`config.mk`:
```
export PLATFORM = sky130hd
export DESIGN_NAME = rational_number_alu_unit
export DESIGN_NICKNAME = d
export VERILOG_FILES = /design/src/hdl/rna_pkg.sv /design/src/hdl/rna_front.sv /design/src/hdl/rna_back.sv /design/src/hdl/rational_number_alu_unit.sv
export SDC_FILE = /design/constraint.sdc
export NUM_CORES = 2
export LEC_CHECK = 0
export BUFFER_PORTS_ARGS = -buffer_cell sky130_fd_sc_hd__buf_2
export CAP_MARGIN = 20
export CORE_MARGIN = 4
export CORE_UTILIZATION = 45
export CTS_CLUSTER_SIZE = 14
export DETAILED_ROUTE_END_ITERATION = 16
export SETUP_SLACK_MARGIN = 0.5
export SYNTH_ARGS = -nofsm -noshare
export SYNTH_HDL_FRONTEND = slang
export SYNTH_SLANG_ARGS = --single-unit
```
`constraint.sdc`:
```
create_clock -name clk -period 31.1 [get_ports clk]
set_input_delay 3.11 -clock clk [delete_from_list [all_inputs] [get_ports clk]]
set_output_delay 3.11 -clock clk [all_outputs]
set_load 0.02 [all_outputs]
```
`src/hdl/rna_pkg.sv`:
```
// ----------------------------------------------------------------------------
// Rational number ALU package
// Shared request and result types, op codes and state encodings.
// ----------------------------------------------------------------------------
package rna_pkg;

  localparam int FieldBits = 32;

  typedef enum logic [2:0] {
    OP_MUL = 3'd0,
    OP_ADD = 3'd1,
    OP_NEG = 3'd2,
    OP_EQU = 3'd3,
    OP_RED = 3'd4
  } op_t;

  typedef struct packed {
    logic [2:0]           op;
    logic [FieldBits-1:0] a_num;
    logic [FieldBits-1:0] a_den;
    logic [FieldBits-1:0] b_num;
    logic [FieldBits-1:0] b_den;
  } req_t;

  typedef struct packed {
    logic [FieldBits-1:0] res_num;
    logic [FieldBits-1:0] res_den;
    logic                 is_equal;
  } res_t;

  typedef enum logic [2:0] {
    ST_IDLE,
    ST_MUL1,
    ST_MUL2,
    ST_GCD,
    ST_DIVN,
    ST_DIVD,
    ST_OUT
  } state_t;

endpackage

```
`src/hdl/rna_front.sv`:
```
// ----------------------------------------------------------------------------
// Rational number ALU front end
// Accepts requests into a short queue and hands them on to the back end.
// ----------------------------------------------------------------------------
module rna_front (
  input  logic          clk,
  input  logic          rst,
  input  logic          push,
  output logic          full,
  input  rna_pkg::req_t req,
  output logic          cmd_valid,
  input  logic          cmd_take,
  output rna_pkg::req_t cmd
);
  import rna_pkg::*;

  req_t       mem [2];
  logic       wr_ptr;
  logic       rd_ptr;
  logic [1:0] count;
  logic       do_push;
  logic       do_pop;

  assign full      = (count == 2'd2);
  assign cmd_valid = (count != 2'd0);
  assign do_push   = push && !full;
  assign do_pop    = cmd_take && cmd_valid;

  // Queue storage, written with each accepted request.
  always_ff @(posedge clk) begin
    if (do_push) begin
      mem[wr_ptr] <= req;
    end
  end

  assign cmd = mem[rd_ptr];

  // Queue pointers and fill count.
  always_ff @(posedge clk) begin
    if (rst) begin
      wr_ptr <= 1'b0;
      rd_ptr <= 1'b0;
      count  <= 2'd0;
    end else begin
      if (do_push) wr_ptr <= ~wr_ptr;
      if (do_pop)  rd_ptr <= ~rd_ptr;
      count <= count + {1'b0, do_push} - {1'b0, do_pop};
    end
  end

  assert property (@(posedge clk) disable iff (rst) count <= 2'd2)
    else $error("queue count overflow");
  assert property (@(posedge clk) disable iff (rst) full |=> !(count == 2'd0))
    else $error("full queue emptied without pops");
  assert property (@(posedge clk) disable iff (rst)
    (!do_push && !do_pop) |=> $stable(count))
    else $error("count moved with no request");

endmodule

```
`src/hdl/rna_back.sv`:
```
// ----------------------------------------------------------------------------
// Rational number ALU back end
// Multiplies, adds, negates, compares, or reduces with a subtractive gcd and
// two restoring divisions; holds one result register towards the output.
// ----------------------------------------------------------------------------
module rna_back (
  input  logic          clk,
  input  logic          rst,
  input  logic          cmd_valid,
  output logic          cmd_take,
  input  rna_pkg::req_t cmd,
  output logic          empty,
  input  logic          pop,
  output rna_pkg::res_t res
);
  import rna_pkg::*;

  localparam int WORD_BITS = FieldBits;
  localparam int CntBits   = $clog2(WORD_BITS + 1);

  state_t               state, state_next;
  req_t                 cur;
  logic [WORD_BITS-1:0] an, ad, bn, bd;
  logic [WORD_BITS-1:0] x, y;
  logic [WORD_BITS-1:0] quo, rem, dvs;
  logic [CntBits-1:0]   cnt;
  logic [WORD_BITS-1:0] prod;
  logic [WORD_BITS-1:0] m_a, m_b;
  logic [WORD_BITS-1:0] acc;
  logic                 out_full;
  logic [WORD_BITS:0]   rem_sh;
  logic [WORD_BITS:0]   rem_sub;
  res_t                 res_next;

  assign an = cur.a_num[WORD_BITS-1:0];
  assign ad = cur.a_den[WORD_BITS-1:0];
  assign bn = cur.b_num[WORD_BITS-1:0];
  assign bd = cur.b_den[WORD_BITS-1:0];

  // One shared wrapping multiplier.
  always_comb begin
    m_a = ad;
    m_b = bd;
    if (state == ST_MUL1) begin
      m_a = an;
      m_b = (cur.op == OP_MUL) ? bn : bd;
    end else if (state == ST_MUL2) begin
      m_a = ad;
      m_b = bn;
    end
    prod = m_a * m_b;
  end

  // Restoring division step.
  always_comb begin
    rem_sh  = {rem, quo[WORD_BITS-1]};
    rem_sub = rem_sh - {1'b0, dvs};
  end

  assign empty    = !out_full;
  assign cmd_take = (state == ST_IDLE) && cmd_valid;

  // Sequencer next state.
  always_comb begin
    state_next = state;
    case (state)
      ST_IDLE: if (cmd_valid) state_next = ST_MUL1;
      ST_MUL1: begin
        if (cur.op == OP_ADD) state_next = ST_MUL2;
        else if (cur.op == OP_RED && !an[WORD_BITS-1] && an != '0
                 && !ad[WORD_BITS-1] && ad != '0) state_next = ST_GCD;
        else state_next = ST_OUT;
      end
      ST_MUL2: state_next = ST_OUT;
      ST_GCD:  if (x == y) state_next = ST_DIVN;
      ST_DIVN: if (cnt == CntBits'(WORD_BITS)) state_next = ST_DIVD;
      ST_DIVD: if (cnt == CntBits'(WORD_BITS)) state_next = ST_OUT;
      ST_OUT:  if (!out_full) state_next = ST_IDLE;
      default: state_next = ST_IDLE;
    endcase
  end

  always_ff @(posedge clk) begin
    if (rst) state <= ST_IDLE;
    else     state <= state_next;
  end

  // Datapath registers.
  always_ff @(posedge clk) begin
    case (state)
      ST_IDLE: if (cmd_valid) cur <= cmd;
      ST_MUL1: begin
        acc <= prod;
        x   <= an;
        y   <= ad;
      end
      ST_MUL2: acc <= acc + prod;
      ST_GCD: begin
        if (x > y)      x <= x - y;
        else if (y > x) y <= y - x;
        else begin
          dvs <= x;
          quo <= an;
          rem <= '0;
          cnt <= '0;
        end
      end
      ST_DIVN, ST_DIVD: begin
        if (cnt == CntBits'(WORD_BITS)) begin
          if (state == ST_DIVN) x <= quo;
          else                  y <= quo;
          quo <= ad;
          rem <= '0;
          cnt <= '0;
        end else begin
          cnt <= cnt + 1'b1;
          if (!rem_sub[WORD_BITS]) begin
            rem <= rem_sub[WORD_BITS-1:0];
            quo <= {quo[WORD_BITS-2:0], 1'b1};
          end else begin
            rem <= rem_sh[WORD_BITS-1:0];
            quo <= {quo[WORD_BITS-2:0], 1'b0};
          end
        end
      end
      default: ;
    endcase
  end

  // Result value for the current request.
  always_comb begin
    res_next = '0;
    case (cur.op)
      OP_MUL: begin
        res_next.res_num = FieldBits'(acc);
        res_next.res_den = FieldBits'(prod);
      end
      OP_ADD: begin
        res_next.res_num = FieldBits'(acc);
        res_next.res_den = FieldBits'(prod);
      end
      OP_NEG: begin
        res_next.res_num = FieldBits'(-an);
        res_next.res_den = FieldBits'(ad);
      end
      OP_EQU: res_next.is_equal = (an == bn) && (ad == bd);
      OP_RED: begin
        if (x == an && y == ad && dvs != '0 && dvs != 1) begin
          res_next.res_num = FieldBits'(an);
          res_next.res_den = FieldBits'(ad);
        end else begin
          res_next.res_num = FieldBits'(x);
          res_next.res_den = FieldBits'(y);
        end
      end
      default: ;
    endcase
  end

  // Result register.
  always_ff @(posedge clk) begin
    if (rst) begin
      out_full <= 1'b0;
    end else begin
      if (pop && out_full) out_full <= 1'b0;
      if (state == ST_OUT && !out_full) begin
        out_full <= 1'b1;
        res      <= res_next;
      end
    end
  end

  assert property (@(posedge clk) disable iff (rst)
    cmd_take |=> state == ST_MUL1)
    else $error("command taken without starting");
  assert property (@(posedge clk) disable iff (rst)
    (out_full && !pop) |=> out_full)
    else $error("result dropped");
  assert property (@(posedge clk) disable iff (rst)
    state == ST_GCD |-> (x != '0 && y != '0))
    else $error("gcd operand zero");

endmodule

```
`src/hdl/rational_number_alu_unit.sv`:
```
// Multiply, negate, equal and a reduce passed through go by the MUL1 and OUT states;
// add also goes by MUL2. Reduce of two positive parts runs subtractive gcd steps
// and then two restoring divisions, of the numerator and of the denominator.
// The back end works on one request at a time and takes the next only when idle;
// a two-entry queue lets requests wait. Synchronous active-high reset empties both.
// ----------------------------------------------------------------------------
// Rational number ALU unit
// Top level: front request queue and back-end sequencer.
// ----------------------------------------------------------------------------
module rational_number_alu_unit (
  input  logic          clk,
  input  logic          rst,
  input  logic          push,
  output logic          full,
  input  rna_pkg::req_t in_req,
  output logic          empty,
  input  logic          pop,
  output rna_pkg::res_t out_res
);
  import rna_pkg::*;

  logic cmd_valid;
  logic cmd_take;
  req_t cmd;

  rna_front u_front (
    .clk(clk), .rst(rst), .push(push), .full(full), .req(in_req),
    .cmd_valid(cmd_valid), .cmd_take(cmd_take), .cmd(cmd)
  );

  rna_back u_back (
    .clk(clk), .rst(rst), .cmd_valid(cmd_valid), .cmd_take(cmd_take),
    .cmd(cmd), .empty(empty), .pop(pop), .res(out_res)
  );

endmodule

```
### Word-level counts from Yosys, hierarchy flattened

Memory sizes are Yosys's and may differ from the RTL's. A register that Yosys moved wholly into a read port is not among the register bits.
Cells that the tools add are included.
Widths: inputs -> output; s select.

| storage, ports and cells | value |
|---|---|
| memories kept | 1 |
| word-level logic and storage cells | 140 |
| register bits after elaboration | 271 |
| output and inout bits | 67 |
| memory bits (writable) | 262 |
| input bits | 135 |

| cells by class | value |
|---|---|
| bitwise logic cells | 5 |
| reduce and logical (&&, ||, !) cells | 36 |
| add/subtract/negate cells | 8 |
| equality and inequality tests | 30 |
| muxes and demuxes | 42 |
| multiply operators | 1 |
| magnitude comparators | 2 |

Memories:

| memory | words | width | read ports | clocked after Yosys merged registers in | wr ports | RTL line | source |
|---|---|---|---|---|---|---|---|
| u_front.mem | 2 | 131 | 1 | 1 | 1 | rna_front.sv:17 | `req_t mem [2];` |

Operators by type and width:

| cell | count |
|---|---|
| $mux 32 | 18 |
| $pmux 32 s2 | 3 |
| $pmux 32 s3 | 2 |
| $pmux 64 s3 | 1 |
| $eq 32x32->1 | 5 |
| $reduce_bool 32->1 | 3 |
| $gt 32x32->1 | 2 |
| $mux 64 | 1 |
| $sub 32x32->32 | 2 |
| $sub 33x32->33 | 1 |
| $add 32x32->32 | 1 |
| $mul 32x32->32 | 1 |
| $ne 32x1->1 const B | 1 |
| $neg 32->32 | 1 |
| $mux 3 | 7 |
| $pmux 3 s7 | 1 |
| $mux 6 | 3 |
| $ne 2x1->1 const B | 8 |
| $logic_and 1x1->1 | 13 |
| $eq 3x2->1 const B | 4 |
| $eq 3x3->1 const B | 4 |
| $pmux 6 s2 | 1 |
| $reduce_and 5->1 | 2 |
| $ne 2x2->1 const B | 4 |
| 16 further kinds | 35 |

### Logic depth before layout (Yosys ltp)

| logic depth | value |
|---|---|
| word-level depth | 8 |
| mapped depth | 46 |
| depth with buffers taken out | 41 |

### Modules after synthesis

From an unflattened synthesis, not the netlist that was laid out.

| unflattened totals | value |
|---|---|
| cell total of the unflattened synthesis | 4601 |
| area, all modules | 50319.5 µm² |

Modules (own cells, without submodules):

| module | seq. area each (µm²) | area an instance (µm²) | cells each | times used |
|---|---|---|---|---|
| rna_back | 11911.4 | 40256.1 | 4166 | 1 |
| rna_front | 7967.6 | 10063.4 | 435 | 1 |

### Worst setup path before layout

No wires, ideal clock.

| timing path | value |
|---|---|
| path kind | input to register |
| start | in rst |
| end | reg u_back.res[0] (netlist name) (enable) |
| library setup time | 0.676 ns |
| data required time | 30.424 ns |
| arrival time | 10.094 ns |
| setup slack | 20.330 ns |
| stages | 2 |
| path buffers | 1 |
| path through | clkbuf_1 nor4b_1 |

| between the ends | value |
|---|---|
| cells in the longest elaborated chain, start to end | 2 |

Ends and longest elaborated chain:

| what | RTL line | source |
|---|---|---|
| from (decl) | rational_number_alu_unit.sv:12 | `input logic rst,` |
| $not 1->1 (no source line) | n/a |  |
| $reduce_and 2->1 (no source line) | n/a |  |
| to (signal assigned) | rna_back.sv:168 | `res <= res_next;` |
| to (decl) | rna_back.sv:14 | `output rna_pkg::res_t res` |

Every way passes these cells.
A chain may end at the register's enable or synchronous reset.

### Final worst setup path

| timing path | value |
|---|---|
| start | reg u_back.cur[130] (netlist name) |
| end | reg u_back.acc[31] (data pin) |

| between the ends | value |
|---|---|
| cells in the longest elaborated chain, start to end | 6 |

Ends and longest elaborated chain:

| what | RTL line | source |
|---|---|---|
| from (decl) | rna_back.sv:22 | `req_t cur;` |
| from (signal assigned) | rna_back.sv:91 | `ST_IDLE: if (cmd_valid) cur <= cmd;` |
| $logic_not 3->1 (*) | rna_back.sv:46 | `m_b = (cur.op == OP_MUL) ? bn : bd;` |
| $mux 32 (*) | rna_back.sv:46 |  |
| $mux 32 (*) | rna_back.sv:44 | `if (state == ST_MUL1) begin` |
| $mul 32x32->32 (*) | rna_back.sv:51 | `prod = m_a * m_b;` |
| $add 32x32->32 | rna_back.sv:97 | `ST_MUL2: acc <= acc + prod;` |
| $pmux 32 s2 (*) | rna_back.sv:90 | `case (state)` |
| to (signal assigned) | rna_back.sv:93 | `acc <= prod;` |
| to (signal assigned) | rna_back.sv:97 |  |
| to (decl) | rna_back.sv:29 | `logic [WORD_BITS-1:0] acc;` |

Every way passes the cells marked *; elsewhere a longest branch is shown, timed or not.

==> metrics.md <==
| Metric | Value |
|---|---|
| Drt first pass iters | 8 |
| Crit path capture | u_back.acc[31]$_DFFE_PP_ |
| Die ar. | 117,000 sq um |
| Final Setup Violations | 0 |
| Multi-input gate area | 27,400 sq um |
| Outcome | finished, final reports clean |
| Synth area leaders | edfxtp_1 (39%), fa_1 (16%), ha_1 (6.4%) |
| Global-route wire length before repair | 241 mm |
| Buffers plus inverters on the worst setup path | 5 |
| Fraction of layout cells with a size suffix above 1 | 0.129 |
| # fillers | 10,059 |
| R2R Path End | u_back.acc[31]$_DFFE_PP_ |
| Design area | 55,600 sq um |
| Number of synthesized flops with an enable pin | 656 |
| Num ports | 202 |
| Post-Synthesis Net Count | 5,454 |
| CP Launch Type | register |
| Final Skew | 0.0458 ns |
| Area grow syn2layout | 10.5% |
| Detail Route Antenna Nets | 0 |
| Fin. Hold Viols | 0 |
| Die height | 342 um |
| WL/cell | 25.9 um |
| Initial antenna violation count | 11 |
| Cells after Synth | 4,650 |
| TNS Setup | 0 ns |
| Cts bufs inserted | 73 |
| Grt ovf | 0 |
| Main synth FF type | edfxtp_1 |
| FF+latch area | 19,900 sq um |
| Crit. Startpoint | u_back.cur[130]$_DFFE_PP_ |
| Vias in the first global route | 35,782 |
| Commonest non-fill, non-tap cell in the layout | edfxtp_1 |
| Syn. warnings | 0 |
| Crit path arrival time | 12.32 ns |
| Worst slew pin tran | 1.43 ns |
| Later-pin clock latency in the skew report | 0.68 ns |
| WP depth | 37 |
| Slowest cell delay on critical path | 0.88 ns |
| Tot GR Track Use | 0.280 |
| # hold bufs at CTS | 0 |
| Max frequency | 83.8 MHz |
| Largest fanout on the critical path | 41 |
| Post-synth top area share | 0.392 |
| Largest net degree at the start of global routing | 79 |
| Synth unique cells | 74 |
| Starting Density | 0.454 |
| Setup Buffers After CTS | 0 |
| CTS max path bufs | 3 |
| Dpl cell area | 53,200 sq um |
| Element type at the critical path end | register |
| R2R Path Start | u_back.cur[130]$_DFFE_PP_ |
| Clock sink total | 664 |
| Post-Syn Area | 50,300 sq um |
| Max Cap Violations | 0 |
| DRT Wirelength | 164 mm |
| DPL Wire Length | 122 mm |
| CTS tree | yes |
| Final net count | 5,610 |
| Final worst path period share | 0.384 |
| Unrepaired setup endpoints after global routing | no |
| Max-slew violation count | 0 |
| Core area | 111,000 sq um |
| IO Port Bufs | 201 |
| Routed vias | 36,467 |
| Setup CP Type | reg2reg |
| Slew HR | 0.0483 |
| FF-to-FF path depth | 37 |
| Most frequent cell on the critical path | fa_1 |
| Sequential cell area fraction in the yosys report | 0.395 |
| Slowest-stage cell, CP | nor2_4 |
| Routability cong. | 0.980 |
| Initial DRC Count | 4,296 |
| Register bit total from synthesis | 664 |
| Number of gates resized after cts | 0 |
| Cell family with most CP delay | adder cells |
| Root buffer cell | clkbuf_16 |
| Mapped Avg Cell Area | 10.8 sq um |
| Ys async rst share | 0 |
| Final min period | 11.94 ns |
| R2R Setup Slk | 19.16 ns |
| Commonest non-fill, non-tap cells in the layout | edfxtp_1 (656), inv_1 (586), nand2_1 (450) |
| Clock slew at reported path FFs | 0.06 ns |
| Non-filler cells, final | 6,352 |
| DR DRC count | 0 |
| Yosys top cell by area | edfxtp_1 |
| Chip Width | 342 um |
| WP data required | 31.48 ns |
| DP Cell Count | 6,216 |
| Row count | 122 |
| Worst Hold Class | reg2reg |
| Via-to-Cell Ratio | 5.74 |
| H-tree lvl count | 3 |
## sequential cells by signal, summed over array words and instances, names as in the netlist
signal	flops
u_front.count	2
u_back.cur	3
u_back.bn	32
u_back.dvs	32
u_back.out_full	1
u_front.mem	262
u_back.state	3
u_back.y	32
u_front.rd_ptr	1
u_back.bd	32
u_back.quo	32
u_back.x	32
u_back.ad	32
u_front.wr_ptr	1
u_back.rem	32
u_back.acc	32
u_back.an	32
u_back.res	65
u_back.cnt	6
## metrics by stage
step | utilization | hold WS (ns) | setup WS [ns]
after global routing | 0.501 | 0.550 | 18.64
after floorplan | - | 0.472 | 20.33
after detailed placement | 0.480 | 0.531 | 19.03
after CTS | 0.501 | 0.530 | 19.03
after global placement | 0.480 | 0.524 | 19.24
final | 0.501 | 0.534 | 19.16
## routing by layer
layer | up-vias | share of wire | track usage
met5 | - | 0.00046 | 0.00292
met4 | 6 | 0.056 | 0.130
met3 | 414 | 0.10 | 0.0707
met2 | 1893 | 0.42 | 0.409
met1 | 18049 | 0.42 | 0.391
li1 | 16105 | - | -
## worst min path at each step
stage	from	endpoint	slack [ns]	depth (start not counted)
after floorplan	u_back.out_full$_SDFFE_PP0P_	u_back.out_full$_SDFFE_PP0P_	0.47	1
after global placement	u_front.mem[1][90]$_DFFE_PP_	u_back.ad[26]$_DFFE_PP_	0.52	1
after detailed placement	u_front.mem[1][43]$_DFFE_PP_	u_back.bn[11]$_DFFE_PP_	0.53	1
after CTS	u_front.mem[0][31]$_DFFE_PP_	u_back.bd[31]$_DFFE_PP_	0.53	1
after global routing	u_front.mem[1][31]$_DFFE_PP_	u_back.bd[31]$_DFFE_PP_	0.55	1
final	u_front.mem[1][108]$_DFFE_PP_	u_back.an[12]$_DFFE_PP_	0.53	1
## synthesized netlist by cell type, types with 14 or more instances
library cell  instances
a21o_1               93
and3_1               17
inv_1               586
xnor2_1             200
edfxtp_1            656
o21ai_0             215
o21bai_1             18
nand2b_1             28
buf_1                17
clkbuf_1            207
mux2i_1             109
nor2b_1              28
a22oi_1             101
and2_1               31
nand2_1             451
o21a_1               22
xor2_1              150
nor4_1               49
fa_1                412
nor2_1              392
nand4_1              33
nor3_1               28
ha_1                257
a222oi_1             17
a21oi_1             145
nand3_1              23
mux2_2              169
a211oi_1             14
## kinds of logic after synthesis
logic type               Yosys count  share of synthesized area
AO/OA/AOI/OAI                    737                     0.0942
adder cells (fa/ha/maj)          669                      0.228
flip-flops                       664                      0.395
multiplexers                     283                     0.0610
XOR/XNOR                         354                     0.0628
buffers and inverters            823                     0.0621
AND/OR/NAND/NOR                 1120                     0.0970
## final cells by class
class,count,area share
multi-input cells,3163,0.494
inverters,586,0.0396
well taps,1488,0.0335
repair buffers,318,0.0343
diodes,3,0.000135
clock buffers,97,0.0345
flip-flops and latches,664,0.357
clock inverters,33,0.00687
Power is not shown: default switching activity piles up to over one toggle a cycle in this logic, so the estimate is an artifact.
